==> config.mk <==
export PLATFORM = sky130hd
export DESIGN_NAME = swd_host_transaction_engine_core_flat
export DESIGN_NICKNAME = d
export VERILOG_FILES = /design/src/design/swdh_pkg.sv /design/src/design/swdh_in_if.sv /design/src/design/swdh_out_if.sv /design/src/design/swdh_front.sv /design/src/design/swdh_back.sv /design/src/design/swd_host_transaction_engine_core.sv /design/src/flat_wrapper.sv
export SDC_FILE = /design/constraint.sdc
export NUM_CORES = 1
export LEC_CHECK = 0
export ABC_AREA = 1
export BUFFER_PORTS_ARGS = -buffer_cell sky130_fd_sc_hd__buf_2
export CORE_MARGIN = 3
export CORE_UTILIZATION = 48
export DETAILED_ROUTE_END_ITERATION = 8
export PLACE_DENSITY = 0.63
export RECOVER_POWER = 25
export SYNTH_ARGS = -nofsm -noshare
export SYNTH_HDL_FRONTEND = slang
export SYNTH_HIERARCHICAL = 1
export SYNTH_SLANG_ARGS = --single-unit
==> constraint.sdc <==
create_clock -name clk -period 5.35 [get_ports clk]
set_input_delay 0.8025 -clock clk [delete_from_list [all_inputs] [get_ports clk]]
set_output_delay 0.8025 -clock clk [all_outputs]
set_load 0.01 [all_outputs]
==> src/design/swdh_pkg.sv <==
// ----------------------------------------------------------------------------
// swdh_pkg
// Shared types and codes for the SWD host transaction engine.
// ----------------------------------------------------------------------------
`default_nettype none

package swdh_pkg;

  localparam logic [1:0] CMD_NONE       = 2'd0;
  localparam logic [1:0] CMD_LINE_RESET = 2'd1;
  localparam logic [1:0] CMD_WRITE      = 2'd2;
  localparam logic [1:0] CMD_READ       = 2'd3;

  localparam logic [2:0] ACK_OK    = 3'b001;
  localparam logic [2:0] ACK_WAIT  = 3'b010;
  localparam logic [2:0] ACK_FAULT = 3'b100;

  localparam logic [2:0] STATUS_OK         = 3'd0;
  localparam logic [2:0] STATUS_WAIT_OUT   = 3'd1;
  localparam logic [2:0] STATUS_FAULT      = 3'd2;
  localparam logic [2:0] STATUS_PARITY_ERR = 3'd3;
  localparam logic [2:0] STATUS_OTHER_ACK  = 3'd4;

  localparam logic [15:0] LINE_RESET_WORD    = 16'hE79E;
  localparam logic [7:0]  REQUEST_BASE       = 8'b1000_0001;
  localparam logic [15:0] MAX_ATTEMPTS_RESET = 16'd8;

  localparam int QUEUE_DEPTH = 2;

  typedef struct packed {
    logic [1:0]  cmd;
    logic [7:0]  request_byte;
    logic [31:0] write_data;
    logic        swdio_in;
  } entry_t;

endpackage

`default_nettype wire

==> src/design/swdh_in_if.sv <==
// ----------------------------------------------------------------------------
// swdh_in_if
// Bit-period request channel: sampled line level and optional command.
// ----------------------------------------------------------------------------
`default_nettype none

interface swdh_in_if;
  logic        valid;
  logic        ready;
  logic [1:0]  cmd;
  logic        port_is_ap;
  logic [1:0]  reg_addr;
  logic [31:0] write_data;
  logic        swdio_in;

  modport source (
    output valid, cmd, port_is_ap, reg_addr, write_data, swdio_in,
    input  ready
  );

  modport sink (
    input  valid, cmd, port_is_ap, reg_addr, write_data, swdio_in,
    output ready
  );
endinterface

`default_nettype wire

==> src/design/swdh_out_if.sv <==
// ----------------------------------------------------------------------------
// swdh_out_if
// Bit-period result channel: line drive, progress flags and read word.
// ----------------------------------------------------------------------------
`default_nettype none

interface swdh_out_if;
  logic        valid;
  logic        ready;
  logic        swdio_out;
  logic        swdio_drive;
  logic        busy_res;
  logic        done_res;
  logic [2:0]  status;
  logic [31:0] read_data;

  modport source (
    output valid, swdio_out, swdio_drive, busy_res, done_res, status, read_data,
    input  ready
  );

  modport sink (
    input  valid, swdio_out, swdio_drive, busy_res, done_res, status, read_data,
    output ready
  );
endinterface

`default_nettype wire

==> src/design/swdh_front.sv <==
// ----------------------------------------------------------------------------
// swdh_front
// Accepts requests, builds the SWD request byte and queues the entries.
// ----------------------------------------------------------------------------
`default_nettype none

module swdh_front #(
  parameter int DEPTH = swdh_pkg::QUEUE_DEPTH
) (
  input  wire logic         clk,
  input  wire logic         rst,
  swdh_in_if.sink           item,
  output swdh_pkg::entry_t  head,
  output logic              head_valid,
  input  wire logic         pop
);

  localparam int PTR_W = (DEPTH > 1) ? $clog2(DEPTH) : 1;
  localparam int CNT_W = $clog2(DEPTH + 1);

  swdh_pkg::entry_t entries [DEPTH];
  logic [PTR_W-1:0] wr_ptr;
  logic [PTR_W-1:0] rd_ptr;
  logic [CNT_W-1:0] count;
  swdh_pkg::entry_t decoded;
  logic             push;
  logic             rnw;
  logic             parity;

  always_comb begin
    rnw    = (item.cmd == swdh_pkg::CMD_READ);
    parity = item.port_is_ap ^ rnw ^ item.reg_addr[0] ^ item.reg_addr[1];
    decoded.cmd          = item.cmd;
    decoded.request_byte = swdh_pkg::REQUEST_BASE
                         | {6'd0, item.port_is_ap, 1'b0}
                         | {5'd0, rnw, 2'd0}
                         | {3'd0, item.reg_addr, 3'd0}
                         | {2'd0, parity, 5'd0};
    decoded.write_data   = item.write_data;
    decoded.swdio_in     = item.swdio_in;
  end

  assign item.ready = (count != CNT_W'(DEPTH));
  assign push       = item.valid && item.ready;
  assign head_valid = (count != '0);
  assign head       = entries[rd_ptr];

  always_ff @(posedge clk) begin
    if (push) begin
      entries[wr_ptr] <= decoded;
    end
  end

  always_ff @(posedge clk) begin
    if (rst) begin
      wr_ptr <= '0;
      rd_ptr <= '0;
      count  <= '0;
    end else begin
      if (push) begin
        wr_ptr <= (wr_ptr == PTR_W'(DEPTH - 1)) ? '0 : wr_ptr + PTR_W'(1);
      end
      if (pop) begin
        rd_ptr <= (rd_ptr == PTR_W'(DEPTH - 1)) ? '0 : rd_ptr + PTR_W'(1);
      end
      case ({push, pop})
        2'b10:   count <= count + CNT_W'(1);
        2'b01:   count <= count - CNT_W'(1);
        default: count <= count;
      endcase
    end
  end

endmodule

`default_nettype wire

==> src/design/swdh_back.sv <==
// ----------------------------------------------------------------------------
// swdh_back
// SWD bit sequencer: one queued request per cycle into the result register, unless the result register is stalled.
// ----------------------------------------------------------------------------
`default_nettype none

module swdh_back (
  input  wire logic              clk,
  input  wire logic              rst,
  input  wire logic              cfg_we,
  input  wire logic [15:0]       cfg_wdata,
  input  wire swdh_pkg::entry_t  head,
  input  wire logic              head_valid,
  output logic                   pop,
  swdh_out_if.source             result
);

  localparam logic [3:0] PH_IDLE      = 4'd0;
  localparam logic [3:0] PH_LR_ONES_A = 4'd1;
  localparam logic [3:0] PH_LR_MAGIC  = 4'd2;
  localparam logic [3:0] PH_LR_ONES_B = 4'd3;
  localparam logic [3:0] PH_LR_ZEROS  = 4'd4;
  localparam logic [3:0] PH_REQ       = 4'd5;
  localparam logic [3:0] PH_TRN_REQ   = 4'd6;
  localparam logic [3:0] PH_ACK       = 4'd7;
  localparam logic [3:0] PH_TRN_ACK   = 4'd8;
  localparam logic [3:0] PH_WDATA     = 4'd9;
  localparam logic [3:0] PH_RDATA     = 4'd10;
  localparam logic [3:0] PH_TRN_RD    = 4'd11;
  localparam logic [3:0] PH_IDLE8     = 4'd12;

  localparam logic [6:0] N_ONES  = 7'd60;
  localparam logic [6:0] N_MAGIC = 7'd16;
  localparam logic [6:0] N_ZEROS = 7'd4;
  localparam logic [6:0] N_REQ   = 7'd8;
  localparam logic [6:0] N_ACK   = 7'd3;
  localparam logic [6:0] N_DATA  = 7'd32;
  localparam logic [6:0] N_DATAP = 7'd33;
  localparam logic [6:0] N_IDLE  = 7'd8;

  logic [15:0] max_attempts;
  logic [3:0]  phase, phase_next;
  logic [6:0]  bit_count, bit_count_next;
  logic [7:0]  request_byte, request_byte_next;
  logic [31:0] data_shift, data_shift_next;
  logic        running_parity, running_parity_next;
  logic [2:0]  ack_bits, ack_bits_next;
  logic [15:0] attempts_left, attempts_left_next;
  logic        is_read, is_read_next;
  logic [31:0] last_read_word, last_read_word_next;

  logic        res_valid;
  logic        res_out, res_drive, res_busy, res_done;
  logic [2:0]  res_status;
  logic        o, drive, busy, done;
  logic [2:0]  stat;
  logic [6:0]  bc_inc;

  function automatic logic [2:0] final_status(input logic [2:0] ack, input logic rd,
                                              input logic par);
    if (ack == swdh_pkg::ACK_OK) begin
      return (rd && par) ? swdh_pkg::STATUS_PARITY_ERR : swdh_pkg::STATUS_OK;
    end else if (ack == swdh_pkg::ACK_WAIT) begin
      return swdh_pkg::STATUS_WAIT_OUT;
    end else if (ack == swdh_pkg::ACK_FAULT) begin
      return swdh_pkg::STATUS_FAULT;
    end
    return swdh_pkg::STATUS_OTHER_ACK;
  endfunction

  assign pop = head_valid && (!res_valid || result.ready);

  always_comb begin
    phase_next          = phase;
    bit_count_next      = bit_count;
    request_byte_next   = request_byte;
    data_shift_next     = data_shift;
    running_parity_next = running_parity;
    ack_bits_next       = ack_bits;
    attempts_left_next  = attempts_left;
    is_read_next        = is_read;
    last_read_word_next = last_read_word;
    o     = 1'b0;
    drive = 1'b0;
    busy  = 1'b1;
    done  = 1'b0;
    stat  = swdh_pkg::STATUS_OK;

    // command start: the first bit goes out in the same period
    if (phase == PH_IDLE && head.cmd != swdh_pkg::CMD_NONE) begin
      running_parity_next = 1'b0;
      ack_bits_next       = 3'd0;
      bit_count_next      = 7'd0;
      if (head.cmd == swdh_pkg::CMD_LINE_RESET) begin
        phase_next = PH_LR_ONES_A;
      end else begin
        is_read_next       = (head.cmd == swdh_pkg::CMD_READ);
        request_byte_next  = head.request_byte;
        data_shift_next    = head.write_data;
        attempts_left_next = (max_attempts != 16'd0) ? max_attempts : 16'd1;
        phase_next         = PH_REQ;
      end
    end

    bc_inc = bit_count_next + 7'd1;

    unique case (phase_next)
      PH_IDLE: begin
        busy = 1'b0;
      end
      PH_LR_ONES_A, PH_LR_ONES_B: begin
        drive = 1'b1;
        o     = 1'b1;
        if (bc_inc >= N_ONES) begin
          phase_next     = (phase_next == PH_LR_ONES_A) ? PH_LR_MAGIC : PH_LR_ZEROS;
          bit_count_next = 7'd0;
        end else begin
          bit_count_next = bc_inc;
        end
      end
      PH_LR_MAGIC: begin
        drive = 1'b1;
        o     = swdh_pkg::LINE_RESET_WORD[bit_count_next[3:0]];
        if (bc_inc >= N_MAGIC) begin
          phase_next     = PH_LR_ONES_B;
          bit_count_next = 7'd0;
        end else begin
          bit_count_next = bc_inc;
        end
      end
      PH_LR_ZEROS: begin
        drive = 1'b1;
        if (bc_inc >= N_ZEROS) begin
          done           = 1'b1;
          phase_next     = PH_IDLE;
          bit_count_next = 7'd0;
        end else begin
          bit_count_next = bc_inc;
        end
      end
      PH_REQ: begin
        drive = 1'b1;
        o     = request_byte_next[bit_count_next[2:0]];
        if (bc_inc >= N_REQ) begin
          phase_next     = PH_TRN_REQ;
          bit_count_next = 7'd0;
        end else begin
          bit_count_next = bc_inc;
        end
      end
      PH_TRN_REQ: begin
        ack_bits_next  = 3'd0;
        phase_next     = PH_ACK;
        bit_count_next = 7'd0;
      end
      PH_ACK: begin
        ack_bits_next = ack_bits_next | (3'(head.swdio_in) << bit_count_next[1:0]);
        if (bc_inc >= N_ACK) begin
          bit_count_next = 7'd0;
          if (is_read_next && ack_bits_next == swdh_pkg::ACK_OK) begin
            data_shift_next     = 32'd0;
            running_parity_next = 1'b0;
            phase_next          = PH_RDATA;
          end else begin
            phase_next = PH_TRN_ACK;
          end
        end else begin
          bit_count_next = bc_inc;
        end
      end
      PH_TRN_ACK: begin
        bit_count_next = 7'd0;
        if (ack_bits_next == swdh_pkg::ACK_WAIT && attempts_left_next > 16'd1) begin
          attempts_left_next = attempts_left_next - 16'd1;
          phase_next         = PH_REQ;
        end else if (ack_bits_next == swdh_pkg::ACK_OK && !is_read_next) begin
          running_parity_next = 1'b0;
          phase_next          = PH_WDATA;
        end else begin
          phase_next = PH_IDLE8;
        end
      end
      PH_WDATA: begin
        drive = 1'b1;
        if (bit_count_next < N_DATA) begin
          o                   = data_shift_next[bit_count_next[4:0]];
          running_parity_next = running_parity_next ^ o;
        end else begin
          o                   = running_parity_next;
          running_parity_next = 1'b0;
        end
        if (bc_inc >= N_DATAP) begin
          phase_next     = PH_IDLE8;
          bit_count_next = 7'd0;
        end else begin
          bit_count_next = bc_inc;
        end
      end
      PH_RDATA: begin
        running_parity_next = running_parity_next ^ head.swdio_in;
        if (bit_count_next < N_DATA) begin
          data_shift_next = data_shift_next
                          | (32'(head.swdio_in) << bit_count_next[4:0]);
        end else begin
          last_read_word_next = data_shift_next;
        end
        if (bc_inc >= N_DATAP) begin
          phase_next     = PH_TRN_RD;
          bit_count_next = 7'd0;
        end else begin
          bit_count_next = bc_inc;
        end
      end
      PH_TRN_RD: begin
        phase_next     = PH_IDLE8;
        bit_count_next = 7'd0;
      end
      PH_IDLE8: begin
        drive = 1'b1;
        if (bc_inc >= N_IDLE) begin
          done           = 1'b1;
          stat           = final_status(ack_bits_next, is_read_next, running_parity_next);
          phase_next     = PH_IDLE;
          bit_count_next = 7'd0;
        end else begin
          bit_count_next = bc_inc;
        end
      end
      default: begin
        busy           = 1'b0;
        phase_next     = PH_IDLE;
        bit_count_next = 7'd0;
      end
    endcase
  end

  always_ff @(posedge clk) begin
    if (rst) begin
      max_attempts   <= swdh_pkg::MAX_ATTEMPTS_RESET;
      phase          <= PH_IDLE;
      bit_count      <= 7'd0;
      request_byte   <= 8'd0;
      data_shift     <= 32'd0;
      running_parity <= 1'b0;
      ack_bits       <= 3'd0;
      attempts_left  <= 16'd0;
      is_read        <= 1'b0;
      last_read_word <= 32'd0;
      res_valid      <= 1'b0;
    end else begin
      if (cfg_we) begin
        max_attempts <= cfg_wdata;
      end
      if (pop) begin
        phase          <= phase_next;
        bit_count      <= bit_count_next;
        request_byte   <= request_byte_next;
        data_shift     <= data_shift_next;
        running_parity <= running_parity_next;
        ack_bits       <= ack_bits_next;
        attempts_left  <= attempts_left_next;
        is_read        <= is_read_next;
        last_read_word <= last_read_word_next;
      end
      res_valid <= pop || (res_valid && !result.ready);
    end
  end

  always_ff @(posedge clk) begin
    if (pop) begin
      res_out    <= drive & o;
      res_drive  <= drive;
      res_busy   <= busy;
      res_done   <= done;
      res_status <= stat;
    end
  end

  assign result.valid       = res_valid;
  assign result.swdio_out   = res_out;
  assign result.swdio_drive = res_drive;
  assign result.busy_res    = res_busy;
  assign result.done_res    = res_done;
  assign result.status      = res_status;
  assign result.read_data   = last_read_word;

endmodule

`default_nettype wire

==> src/design/swd_host_transaction_engine_core.sv <==
// ----------------------------------------------------------------------------
// swd_host_transaction_engine_core
// An accepted request is queued, then the sequencer step writes its result into the result register.
// Throughput: one bit period per cycle while neither side stalls, set by the combinational sequencer step.
// The request queue and the result register let either side stall alone.
// Reset (rst, synchronous): queue empty, sequencer idle, max_attempts = 8.
// ----------------------------------------------------------------------------
`default_nettype none

module swd_host_transaction_engine_core #(
  parameter int QUEUE_DEPTH = swdh_pkg::QUEUE_DEPTH
) (
  input  wire logic        clk,
  input  wire logic        rst,
  input  wire logic        cfg_we,
  input  wire logic [15:0] cfg_wdata,
  swdh_in_if.sink          item,
  swdh_out_if.source       result
);

  swdh_pkg::entry_t head;
  logic             head_valid;
  logic             pop;

  swdh_front #(
    .DEPTH (QUEUE_DEPTH)
  ) u_front (
    .clk        (clk),
    .rst        (rst),
    .item       (item),
    .head       (head),
    .head_valid (head_valid),
    .pop        (pop)
  );

  swdh_back u_back (
    .clk        (clk),
    .rst        (rst),
    .cfg_we     (cfg_we),
    .cfg_wdata  (cfg_wdata),
    .head       (head),
    .head_valid (head_valid),
    .pop        (pop),
    .result     (result)
  );

  a_pop_needs_entry: assert property (@(posedge clk) disable iff (rst)
    pop |-> head_valid)
    else $error("sequencer took an entry from an empty queue");

  a_released_low: assert property (@(posedge clk) disable iff (rst)
    (result.valid && !result.swdio_drive) |-> !result.swdio_out)
    else $error("swdio_out high while line released");

  a_status_on_done: assert property (@(posedge clk) disable iff (rst)
    (result.valid && result.status != swdh_pkg::STATUS_OK) |-> result.done_res)
    else $error("status reported outside the last bit period");

  a_done_is_busy: assert property (@(posedge clk) disable iff (rst)
    (result.valid && result.done_res) |-> result.busy_res)
    else $error("done without busy");

endmodule

`default_nettype wire

==> src/flat_wrapper.sv <==
// flat-port wrapper written by rule: the top's interface ports become plain ports
module swd_host_transaction_engine_core_flat 
#(
  parameter int QUEUE_DEPTH = swdh_pkg::QUEUE_DEPTH
)
  (clk, rst, cfg_we, cfg_wdata, item_valid, item_cmd, item_port_is_ap, item_reg_addr, item_write_data, item_swdio_in, item_ready, result_valid, result_swdio_out, result_swdio_drive, result_busy_res, result_done_res, result_status, result_read_data, result_ready);
  swdh_in_if item_i ();
  swdh_out_if result_i ();
  input  wire logic clk;
  input  wire logic rst;
  input  wire logic cfg_we;
  input  wire logic [15:0] cfg_wdata;
  input wire logic [$bits(item_i.valid)-1:0] item_valid;
  input wire logic [$bits(item_i.cmd)-1:0] item_cmd;
  input wire logic [$bits(item_i.port_is_ap)-1:0] item_port_is_ap;
  input wire logic [$bits(item_i.reg_addr)-1:0] item_reg_addr;
  input wire logic [$bits(item_i.write_data)-1:0] item_write_data;
  input wire logic [$bits(item_i.swdio_in)-1:0] item_swdio_in;
  output wire logic [$bits(item_i.ready)-1:0] item_ready;
  output wire logic [$bits(result_i.valid)-1:0] result_valid;
  output wire logic [$bits(result_i.swdio_out)-1:0] result_swdio_out;
  output wire logic [$bits(result_i.swdio_drive)-1:0] result_swdio_drive;
  output wire logic [$bits(result_i.busy_res)-1:0] result_busy_res;
  output wire logic [$bits(result_i.done_res)-1:0] result_done_res;
  output wire logic [$bits(result_i.status)-1:0] result_status;
  output wire logic [$bits(result_i.read_data)-1:0] result_read_data;
  input wire logic [$bits(result_i.ready)-1:0] result_ready;
  assign item_i.valid = item_valid;
  assign item_i.cmd = item_cmd;
  assign item_i.port_is_ap = item_port_is_ap;
  assign item_i.reg_addr = item_reg_addr;
  assign item_i.write_data = item_write_data;
  assign item_i.swdio_in = item_swdio_in;
  assign item_ready = item_i.ready;
  assign result_valid = result_i.valid;
  assign result_swdio_out = result_i.swdio_out;
  assign result_swdio_drive = result_i.swdio_drive;
  assign result_busy_res = result_i.busy_res;
  assign result_done_res = result_i.done_res;
  assign result_status = result_i.status;
  assign result_read_data = result_i.read_data;
  assign result_i.ready = result_ready;
  swd_host_transaction_engine_core #(.QUEUE_DEPTH(QUEUE_DEPTH)) u_core (.clk(clk), .rst(rst), .cfg_we(cfg_we), .cfg_wdata(cfg_wdata), .item(item_i), .result(result_i));
endmodule
# Yosys cells after proc, flatten, opt, wreduce, memory -nomap -nowiden

Memory sizes are Yosys's and may differ from the RTL's. A register that Yosys moved wholly into a read port is not among the register bits.
Cells that the tools add are included.

Register bits after elaboration: 132
Logic and storage cells: 178
Bits in writable memories: 86
Output and inout bits: 41
Memories kept: 2
Memory bits (read-only): 16
Input bits: 59

Memory list:

| memory                 | words | width | rd ports | clocked after Yosys merged registers in | wr ports | line             | text |
|---|---|---|---|---|---|---|---|
| u_core.u_front.entries | 2     | 43    | 1        | 1                                       | 1        | swdh_front.sv:21 | `swdh_pkg::entry_t entries [DEPTH];` |
| (no name shown)        | 16    | 1     | 1        | 0                                       | 0        | swdh_back.sv:123 | `o = swdh_pkg::LINE_RESET_WORD[bit_count_next[3:0]];` |

Reductions and logical operators: 27
$add $sub $neg: 6
Shift-type cells: 2
Equal/unequal tests: 22
Muxes and demuxes: 76
Order comparisons: 11
Bitwise logic cells: 12

Operators with widths:

| cell                    | number |
|---|---|
| $mux W32                | 5 |
| $mux W16                | 5 |
| $pmux W32 S2            | 1 |
| $mux W7                 | 7 |
| $pmux W7 S7             | 1 |
| $pmux W4 S12            | 1 |
| $mux W4                 | 10 |
| $or A32 B32 Y32         | 1 |
| $shl A1 B5 Y32          | 1 |
| $mux W1                 | 27 |
| $mux W3                 | 8 |
| $eq A4 B4 Y1 const B    | 5 |
| $eq A4 B3 Y1 const B    | 4 |
| $gt A16 B1 Y1 const B   | 1 |
| $mux W8                 | 2 |
| $reduce_bool A16 Y1     | 1 |
| $sub A16 B1 Y16 const B | 1 |
| $ge A7 B6 Y1 const B    | 2 |
| $reduce_or A12 Y1       | 1 |
| $eq A4 B2 Y1 const B    | 2 |
| $logic_and A1 B1 Y1     | 8 |
| $logic_not A4 Y1        | 2 |
| $or A8 B3 Y8            | 1 |
| $or A8 B5 Y8            | 1 |
| 39 further kinds        | 58 |

# Logic depth before layout (Yosys ltp)

Gate-level depths: netlist of the first run.

Word-level depth: 10
Mapped depth: 25
Mapped depth without buffers: 21

# Cells and area by module

Netlist of the first run, hierarchy kept.

By module, submodules not included:

| module     | times used | area each (um2) | cells an instance | seq. area each (um2) |
|---|---|---|---|---|
| swdh_back  | 1          | 8,404.3         | 1,382             | 2,632.5 |
| swdh_front | 1          | 3,208.1         | 172               | 2,502.4 |

# Least setup slack after synthesis of the first run

OpenSTA, ideal clock, no wires.

Path kind: flip-flop to flip-flop
Start: register (tool-made name)
End: register u_core.u_back.data_shift[17]
Clock period less this slack: 3.337 ns
Setup time: 0.070 ns
Path buffers: 5
Path slack: 2.013 ns
Cell stages (with the launch flop): 25
Required time: 5.280 ns
Arrival time: 3.267 ns
Path through: dfxtp_1 -> buf_6 -> mux2_2 -> inv_2 -> nand2_2 -> nand3_4 -> buf_6 -> nand2_2 -> buf_4 -> inv_2 -> buf_2 -> ha_1 -> nand4_1 -> inv_1 -> nand2_1 -> nand2_1 -> nand2_2 -> nor2_4 -> nand4_4 -> nand2_2 -> nor2_4 -> buf_6 -> o21ai_1 -> nand2_1 -> a21oi_1

RTL lines:

| element              | line             | text |
|---|---|---|
| end signal, assigned | swdh_back.sv:258 | `data_shift <= data_shift_next;` |
| end, declared        | swdh_back.sv:45  | `logic [31:0] data_shift, data_shift_next;` |

==> results of run 1 <==
layout make-up:
cell class,instances,area (um^2)
timing repair buffer,116,602
inverter,149,559
fill,2313,10600
clock inverter,14,85.1
sequential,213,5140
clock buffer,30,633
multi-input combinational,1120,5560
tap,319,399
per-stage QoR:
stage | total power [mW] | cells | worst slack [ns]
6_report | 7.00 | 1961 | 1.15
5_1_grt | 7.53 | 1961 | 0.766
4_1_cts | 7.01 | 1961 | 1.17
3_5_place_dp | 5.48 | 1917 | 1.21
3_3_place_gp | 5.49 | 1917 | 1.32
2_1_floorplan | 4.64 | 1555 | 2.01
registers in the layout, indices dropped and copies added (netlist names), 4 cells and up, named ones only:
| signal | flops |
|---|---|
| u_core/u_back/phase | 4 |
| u_core/u_back/request_byte | 8 |
| u_core/u_back/data_shift | 32 |
| u_core/u_back/attempts_left | 16 |
| u_core/u_front/entries | 80 |
| u_core/u_back/result.read_data | 32 |
| u_core/u_back/max_attempts | 16 |
| u_core/u_back/bit_count | 7 |
cells by family after synthesis:
| group | Yosys count | share of synthesized area, % |
|---|---|---|
| simple gates | 777 | 29.3 |
| compound gates | 279 | 12.6 |
| buf+inv | 222 | 8.11 |
| flops | 213 | 44.2 |
| mux | 41 | 3.97 |
| xor+xnor | 13 | 0.981 |
| fa+ha+maj | 7 | 0.754 |
| other cells | 2 | 0.0647 |
power by group:
group	internal [mW]	switching, mW	total, mW
combinational	1.05	2.30	3.36
clock	0.842	0.656	1.50
sequential	2.01	0.139	2.15
total	3.90	3.10	7.00
cells in the final DEF, fill, tap and decap left out, types with 6 or more instances in the layout:
cell type and instances:
nand2_1 434, edfxtp_1 87, nand4_1 11, o21ai_1 29
buf_2 82, dfxtp_1 125, o21ai_0 95, nor3_1 16
or2_2 36, inv_1 132, nor2_1 124, nor2_4 9
ha_1 7, clkinv_1 6, xor2_1 9, clkbuf_16 24
buf_4 17, nand2_2 23, clkinv_2 7, clkbuf_1 22
inv_2 14, nand3_1 107, nor2_2 8, mux2_2 40
o211ai_1 10, a21oi_1 131
metal layers:
metal | part of all wire, % | vias to the layer above | track usage [%] | wire length [um]
li1 | - | 5227 | - | -
met1 | 47 | 4708 | 34.2 | 14700
met2 | 44 | 345 | 36.3 | 13700
met3 | 6.5 | 51 | 3.69 | 2020
met4 | 2.4 | 0 | 6.49 | 759
met5 | 0 | - | 0 | 0
critical path: cells and delay by family, from the launching register on:
kind	cells	cell delay, ns
AO/OA/AOI/OAI	2	0.24
AND/OR/NAND/NOR	12	2.16
flip-flops	1	0.35
multiplexers	1	0.39
buffers and inverters	2	0.54
adder cells (fa/ha/maj)	1	0.33
path summary, 6_finish.rpt:
path	end	slack (ns)	cells past startpoint
worst max-delay path	u_core/u_back/data_shift[1]	1.15	18
worst min-delay path	u_core/u_back/result.read_data[16]	0.45	2
worst max register to register	u_core/u_back/data_shift[1]	1.15	18
worst min register to register	u_core/u_back/result.read_data[16]	0.45	2
==> impl_metrics.env, run 1 <==
export IMPL_cts_root_buf="clkbuf_16"
export IMPL_peakVddDrop_mv=0.323
export IMPL_post_cts_buffers=0
export IMPL_path_max_fanout=35
export IMPL_grt_pass1_vias=9428
export IMPL_synth_area_top_cells="edfxtp_1, dfxtp_1, nand2_1"
export IMPL_cts_sinks=213
export IMPL_syn_area_per_cell_um2=7.47
export IMPL_fin_crit_sh_pct=78.6
export IMPL_end_kind="flip-flop"
export IMPL_drive_above_1_share_pct=16.7
export IMPL_design_area_um2=13000
export IMPL_cts_tree="done"
export IMPL_ctsHoldBuffers=0
export IMPL_start_util_pct=49.2
export IMPL_antenna_cells=0
export IMPL_utilization_pct=54.9
export IMPL_min_from="u_core/u_back/result.read_data[16]"
export IMPL_max_clock_path_buffers=3
export IMPL_path_clk_slew_ns=0.06
export IMPL_worstPathArrival_ns=4.55
export IMPL_core_area_um2=23600
export IMPL_leakagePower_nw=5.54
export IMPL_synth_edf_count=87
export IMPL_die_w_um=162
export IMPL_wl_per_cell_um=15.9
export IMPL_min_period_ns=4.20
export IMPL_rows=56
export IMPL_critPathMostFrequentCell="nand2_2"
export IMPL_finalHoldViolations=0
export IMPL_antenna_found_initial=0
export IMPL_clk_latency_ns=0.53
export IMPL_grt_max_degree=97
export IMPL_grt_overflow=0
export IMPL_drtPass1Iterations=5
export IMPL_synth_top_area_share_pct=22.5
export IMPL_synth_seq_area_share_pct=44.2
export IMPL_placed_area_um2=12300
export IMPL_yosysTopAreaCell="edfxtp_1"
export IMPL_cts_resized=0
export IMPL_clock_skew_ns=0.0288
export IMPL_synth_ff_type="dfxtp_1"
export IMPL_grt_pass1_wl_mm=49.8
export IMPL_syn_inst=1554
export IMPL_hpwlAfterDp_mm=21.6
export IMPL_power_per_cell_area_nw_per_um2=539
export IMPL_worstMarginPinSlew_ns=1.05
export IMPL_max_slew_margin_pct=29.8
export IMPL_ioPinCount=100
export IMPL_timing_fmax_mhz=238
export IMPL_cap_violations=0
export IMPL_slowest_delay_ns=0.47
export IMPL_drt_iter0_markers=961
export IMPL_numCtsBuffers=24
export IMPL_final_nets=1690
export IMPL_hp_class="flip-flop to flip-flop"
export IMPL_vias=10300
export IMPL_setup_violations=0
export IMPL_die_area_um2=26100
export IMPL_yosys_top_cells_count="nand2_1, inv_1, a21oi_1, dfxtp_1, nor2_1"
export IMPL_vias_per_cell=5.27
export IMPL_crit_path_top_delay_cell="nor2_4"
export IMPL_status="completed"
export IMPL_synth_async_reset_ratio_pct=0
export IMPL_grt_use_total_pct=23.4
export IMPL_yosys_register_bits=213
export IMPL_critPathRequiredTime_ns=5.70
export IMPL_htree_levels=1
export IMPL_syn2layout_area_growth_pct=11.7
export IMPL_yosysMostFrequentCell="nand2_1"
export IMPL_port_buffers=99
export IMPL_setup_tns_ns=0
export IMPL_drtAntennaViolNets=0
export IMPL_critPathKind="flip-flop to flip-flop"
export IMPL_yosysWarnings=6
export IMPL_die_y_um=162
export IMPL_rsz0062_at_grt="false"
export IMPL_drt_wl_total_mm=31.2
export IMPL_syn_cell_area_um2=11600
export IMPL_place_congestion=0.910
export IMPL_finalMaxSlewViolations=0
export IMPL_synth_distinct_cells=43
export IMPL_cp_start_kind="flip-flop"
export IMPL_path_cells="mux2_2 -> inv_2 -> nand2_2 -> nand3_4 -> nand2_2 -> inv_2 -> ha_1 -> nand4_1 -> nand2_1 -> nand2_1 -> nand2_2 -> nor2_4 -> nand4_4 -> nand2_2 -> nor2_4 -> o21ai_0 -> nand2_1 -> a21oi_1"
export IMPL_holdWs_ns=0.446
export IMPL_drc_errors=0
Power figures use the tool's default switching activity.
==> run 2, diff against run 1 <==
- clock period: 5.35 -> 4.12 ns (I/O delays scaled with it)
==> run 2 against run 1 <==
Against the previous run:
- combinational power increased by 31%
- critical path depth fell by 2
- sequential share of layout area is 0.76 points lower
- first-iteration DRC count fell by 7.6%
- worst hold slack lost 0.18 ns
- utilization is 1.1 points higher
- clock power is 61% higher
- wire length decreased by 0.17%
- sequential power grew 30%
- power is 37% higher
- global-route usage up 0.088 points
- register-to-register slack got worse by 0.57 ns
- largest cell class unchanged
==> impl_metrics.env, run 2 (same netlist as run 1, synthesis figures left out) <==
export IMPL_final_cell_mix="nand2_1, inv_1, a21oi_1"
export IMPL_rows=56
export IMPL_final_nets=1697
export IMPL_grt_overflow=0
export IMPL_fin_crit_sh_pct=86.1
export IMPL_antenna_cells=0
export IMPL_clock_skew_ns=0.0291
export IMPL_end_kind="flip-flop"
export IMPL_drt_iter0_markers=888
export IMPL_cp_endpoint="u_core/u_back/data_shift[0]"
export IMPL_path_clk_slew_ns=0.07
export IMPL_status="completed"
export IMPL_rr_endpoint="u_core/u_back/data_shift[0]"
export IMPL_regMostFlops="u_core/u_front/entries"
export IMPL_rrSetupSlack_ns=0.57
export IMPL_grt_max_degree=98
export IMPL_antenna_found_initial=0
export IMPL_post_cts_buffers=0
export IMPL_min_period_ns=3.55
export IMPL_wl_per_cell_um=15.8
export IMPL_finalMaxSlewViolations=0
export IMPL_die_w_um=162
export IMPL_cts_root_buf="clkbuf_16"
export IMPL_clk_latency_ns=0.54
export IMPL_core_area_um2=23600
export IMPL_die_area_um2=26100
export IMPL_numCtsBuffers=24
export IMPL_grt_use_total_pct=23.5
export IMPL_max_clock_path_buffers=3
export IMPL_port_buffers=99
export IMPL_cts_resized=0
export IMPL_drtAntennaViolNets=0
export IMPL_largest_reg_flops=80
export IMPL_drt_wl_total_mm=31.1
export IMPL_layout_cells_most_common="nand2_1"
export IMPL_hpwlAfterDp_mm=21.3
export IMPL_grt_pass1_wl_mm=50.4
export IMPL_drc_errors=0
export IMPL_setup_tns_ns=0
export IMPL_r2r_cells=16
export IMPL_drtPass1Iterations=6
export IMPL_syn2layout_area_growth_pct=13.9
export IMPL_cts_sinks=213
export IMPL_die_y_um=162
export IMPL_hp_class="primary input to flip-flop"
export IMPL_setup_violations=0
export IMPL_drive_above_1_share_pct=17.2
export IMPL_critPathKind="flip-flop to flip-flop"
export IMPL_htree_levels=1
export IMPL_critPathRequiredTime_ns=4.50
export IMPL_cap_violations=0
export IMPL_place_congestion=0.942
export IMPL_ctsHoldBuffers=0
export IMPL_vias_per_cell=5.36
export IMPL_path_max_fanout=26
export IMPL_total_power_mw=9.60
export IMPL_ioPinCount=100
export IMPL_worstPathArrival_ns=3.93
export IMPL_start_util_pct=49.2
export IMPL_max_slew_margin_pct=25.4
export IMPL_vias=10500
export IMPL_power_per_cell_area_nw_per_um2=726
export IMPL_cts_tree="done"
export IMPL_rsz0062_at_grt="false"
export IMPL_leakagePower_nw=5.66
export IMPL_cp_start_kind="flip-flop"
export IMPL_grt_pass1_vias=9887
export IMPL_finalHoldViolations=0
export IMPL_worstMarginPinSlew_ns=1.12
export IMPL_timing_fmax_mhz=282
export IMPL_peakVddDrop_mv=0.377
## run 2: changes by cell type in the layout (fill, tap and decap cells not counted), sizes merged
| cell | delta |
|---|---|
| bufinv | +7 |
| buf | +5 |
| clkinv | -3 |
| clkinvlp | -2 |
| clkbuf | -1 |
| inv | +1 |
## run 2: critical path: stages (launching register included)
cell     delay, ns
dfxtp_2       0.33
mux2_2        0.28
inv_2         0.08
nand2_2       0.10
nand3_4       0.27
nand2_2       0.24
buf_4         0.27
nand3_1       0.30
nand2_1       0.17
nand2_1       0.06
nor3_1        0.20
or2_2         0.16
nand2_2       0.08
nor2_4        0.48
o21ai_0       0.20
nand2_1       0.09
a21oi_1       0.06
## run 2: cell type report
| class | instances | area (um^2) |
|---|---|---|
| sequential | 213 | 5140 |
| timing repair buffer | 123 | 664 |
| multi-input combinational | 1120 | 5560 |
| clock inverter | 17 | 294 |
| tap | 319 | 399 |
| inverter | 149 | 559 |
| fill | 2315 | 10400 |
| clock buffer | 27 | 612 |
## run 2: how the worst min path moves through the flow
stage / from / end / slack (ns) / cells past startpoint
floorplan: u_core/u_back/data_shift[0] / u_core/u_back/data_shift[0] / 0.45 / 2
global placement: u_core/u_back/result.read_data[28] / u_core/u_back/result.read_data[28] / 0.45 / 2
detailed placement: u_core/u_back/result.read_data[28] / u_core/u_back/result.read_data[28] / 0.45 / 2
CTS: item_write_data[29] / u_core/u_front/entries[0][30] / 0.25 / 1
global route: item_write_data[22] / u_core/u_front/entries[1][23] / 0.25 / 1
finish: item_write_data[7] / u_core/u_front/entries[1][8] / 0.27 / 1
## run 2: where the power goes
group          switching (mW)  internal (mW)
clock                   0.891           1.52
sequential              0.180           2.61
combinational            2.98           1.43
total                    4.05           5.55
## run 2: routing by layer
layer  vias to the layer above  routed length, um  global-route usage [%]
li1                       5248                  -                       -
met1                      4920              14500                    34.0
met2                       331              14000                    37.6
met3                        44               1960                    3.21
met4                         0                640                    5.87
met5                         -                  0                       0
## run 2: metrics by stage
| step | util, % | instances | setup slack, ns | instance area (um^2) | hold WS, ns |
|---|---|---|---|---|---|
| after global placement | 52.3 | 1924 | 0.716 | 12300 | 0.446 |
| final | 56.0 | 1968 | 0.571 | 13200 | 0.265 |
| after CTS | 56.1 | 1968 | 0.589 | 13300 | 0.249 |
| after detailed placement | 52.3 | 1924 | 0.610 | 12300 | 0.453 |
| after global routing | 56.0 | 1968 | 0.222 | 13200 | 0.254 |
| after floorplan | - | 1555 | 0.783 | 11600 | 0.445 |
==> run 3, diff against run 2 <==
- BUFFER_PORTS_ARGS: -buffer_cell sky130_fd_sc_hd__buf_2 -> -buffer_cell sky130_fd_sc_hd__buf_4
==> run 3 against run 2 <==
Against the previous run:
- the flow now finishes with violations (max-capacitance violations, max-slew violations)
- count of clock-buffer cells in the layout up 12
- global-route usage up 0.16 points
- worst setup slack worse by 0.084 ns
- sequential cell count unchanged
- register-to-register slack worse by 0.08 ns
- clock power down 9.5%
- power down 2.5%
- via count down 1.2%
- first-iteration DRC count up 2.1%
- fmax down 2.3%
- cell count up 0.25%
- design area up 1.0%
- largest cell class unchanged
==> impl_metrics.env, run 3 (same netlist as run 1, synthesis figures left out) <==
export IMPL_status="complete, but fails checks"
export IMPL_violations="max-capacitance violations, max-slew violations"
export IMPL_ioPinCount=100
export IMPL_cts_tree="done"
export IMPL_die_area_um2=26100
export IMPL_grt_use_total_pct=23.7
export IMPL_r2r_cells=18
export IMPL_antenna_found_initial=0
export IMPL_peakVddDrop_mv=0.499
export IMPL_path_cells="mux2_2 -> inv_2 -> nand2_2 -> nand3_4 -> nand2_1 -> inv_2 -> ha_1 -> nand4_1 -> nand2_1 -> nand2_1 -> nand2_2 -> nor2_4 -> nand4_4 -> nand2_2 -> nor2_4 -> o21ai_0 -> nand2_1 -> a21oi_1"
export IMPL_grt_overflow=0
export IMPL_place_congestion=0.946
export IMPL_timing_fmax_mhz=275
export IMPL_vias_per_cell=5.28
export IMPL_antenna_cells=0
export IMPL_post_cts_buffers=0
export IMPL_finalMaxSlewViolations=35
export IMPL_drtPass1Iterations=5
export IMPL_critPathRequiredTime_ns=4.51
export IMPL_drive_above_1_share_pct=17.4
export IMPL_power_per_cell_area_nw_per_um2=700
export IMPL_min_period_ns=3.63
export IMPL_grt_pass1_vias=9618
export IMPL_critPathMostFrequentCell="nand2_1"
export IMPL_regMostFlops="u_core/u_front/entries"
export IMPL_largest_reg_flops=80
export IMPL_fin_crit_sh_pct=88.2
export IMPL_rrSetupSlack_ns=0.49
export IMPL_drt_iter0_markers=907
export IMPL_worstPathArrival_ns=4.02
export IMPL_ctsHoldBuffers=0
export IMPL_hold_depth=1
export IMPL_final_cell_mix="nand2_1, inv_1, a21oi_1"
export IMPL_fillers=2267
export IMPL_cts_root_buf="clkbuf_16"
export IMPL_multi_input_area_um2=5560
export IMPL_htree_levels=1
export IMPL_cp_top_family="simple AND/OR/NAND/NOR gates"
export IMPL_hp_class="primary input to flip-flop"
export IMPL_port_buffers=99
export IMPL_min_from="item_write_data[19]"
export IMPL_critPathKind="flip-flop to flip-flop"
export IMPL_setup_tns_ns=0
export IMPL_core_area_um2=23600
export IMPL_worstMarginPinSlew_ns=1.71
export IMPL_drtAntennaViolNets=0
export IMPL_drt_wl_total_mm=31.5
export IMPL_max_clock_path_buffers=3
export IMPL_grt_pass1_wl_mm=50.5
export IMPL_worst_path_buf_inv=2
export IMPL_min_delay_worst_endpoint="u_core/u_front/entries[1][20]"
export IMPL_slowest_delay_ns=0.49
export IMPL_cts_resized=0
export IMPL_register_area_um2=5140
export IMPL_final_nets=1701
export IMPL_die_y_um=162
export IMPL_clock_skew_ns=0.0130
export IMPL_layout_cells_most_common="nand2_1"
export IMPL_cts_sinks=213
export IMPL_end_kind="flip-flop"
export IMPL_hpwlAfterDp_mm=21.9
export IMPL_setup_violations=0
export IMPL_post_place_ws_ns=0.566
export IMPL_vias=10400
export IMPL_numCtsBuffers=25
export IMPL_syn2layout_area_growth_pct=15.1
export IMPL_grt_max_degree=97
export IMPL_cp_start_kind="flip-flop"
export IMPL_die_w_um=162
export IMPL_wl_per_cell_um=15.9
export IMPL_clk_latency_ns=0.54
export IMPL_crit_path_top_delay_cell="nor2_4"
export IMPL_drc_errors=0
export IMPL_path_clk_slew_ns=0.06
export IMPL_rows=56
export IMPL_rsz0062_at_grt="false"
export IMPL_start_util_pct=49.2
export IMPL_path_max_fanout=28
export IMPL_cap_violations=1
export IMPL_max_slew_margin_pct=-13.9
export IMPL_rr_endpoint="u_core/u_back/data_shift[3]"
export IMPL_leakagePower_nw=5.68
export IMPL_finalWorstSetupSlack_ns=0.487
export IMPL_finalHoldViolations=0
## run 3: cell types whose count changed in the layout (fill, tap and decap cells not counted), moves of 2 or more
cell       previous run  this run
clkinv_1              5         3
clkbuf_16            24        26
buf_4                23        87
bufinv_16             7         1
clkbuf_8              0         4
buf_2                80         0
clkbuf_1             22        24
clkbuf_4              0        24
## run 3: per-stage QoR
step	hold slack [ns]	instances	total power, mW	utilization [%]	instance area (um^2)
global route	0.263	1973	10.1	56.6	13400
CTS	0.242	1973	9.39	56.8	13400
global placement	0.440	1927	7.17	53.4	12600
floorplan	0.445	1555	6.02	-	11600
detailed placement	0.447	1927	7.18	53.4	12600
finish	0.284	1973	9.36	56.6	13400
## run 3: power breakdown
| part | switching, mW | internal [mW] | leakage (nW) | total [mW] |
|---|---|---|---|---|
| combinational | 2.97 | 1.43 | 3.44 | 4.40 |
| clock | 0.874 | 1.30 | 0.404 | 2.18 |
| sequential | 0.178 | 2.61 | 1.84 | 2.78 |
## run 3: routing by layer
layer / global-route usage (%) / part of all wire (%) / vias to the layer above
met1: 35.5 / 48 / 4771
met4: 6.84 / 2.5 / 0
li1: - / - / 5255
met5: 0 / 0 / -
met3: 3.26 / 6.4 / 61
met2: 35.8 / 43 / 332
## run 3: worst max path at each step
stage	start	to	slack (ns)	depth (start not counted)
floorplan	flip-flop	u_core/u_back/data_shift[17]	0.78	24
global route	flip-flop	u_core/u_back/data_shift[31]	0.18	18
detailed placement	flip-flop	u_core/u_back/data_shift[5]	0.57	18
CTS	flip-flop	u_core/u_back/data_shift[5]	0.55	18
global placement	flip-flop	u_core/u_back/data_shift[0]	0.64	18
finish	flip-flop	u_core/u_back/data_shift[3]	0.49	18
## run 3: final cells by class
class / instances / share of cell area [%]
Multi-Input combinational cell: 1120 / 41.6
Sequential cell: 213 / 38.4
Timing Repair Buffer: 126 / 6.66
Clock buffer: 39 / 5.53
Inverter: 149 / 4.19
Tap cell: 319 / 2.99
Clock inverter: 7 / 0.599
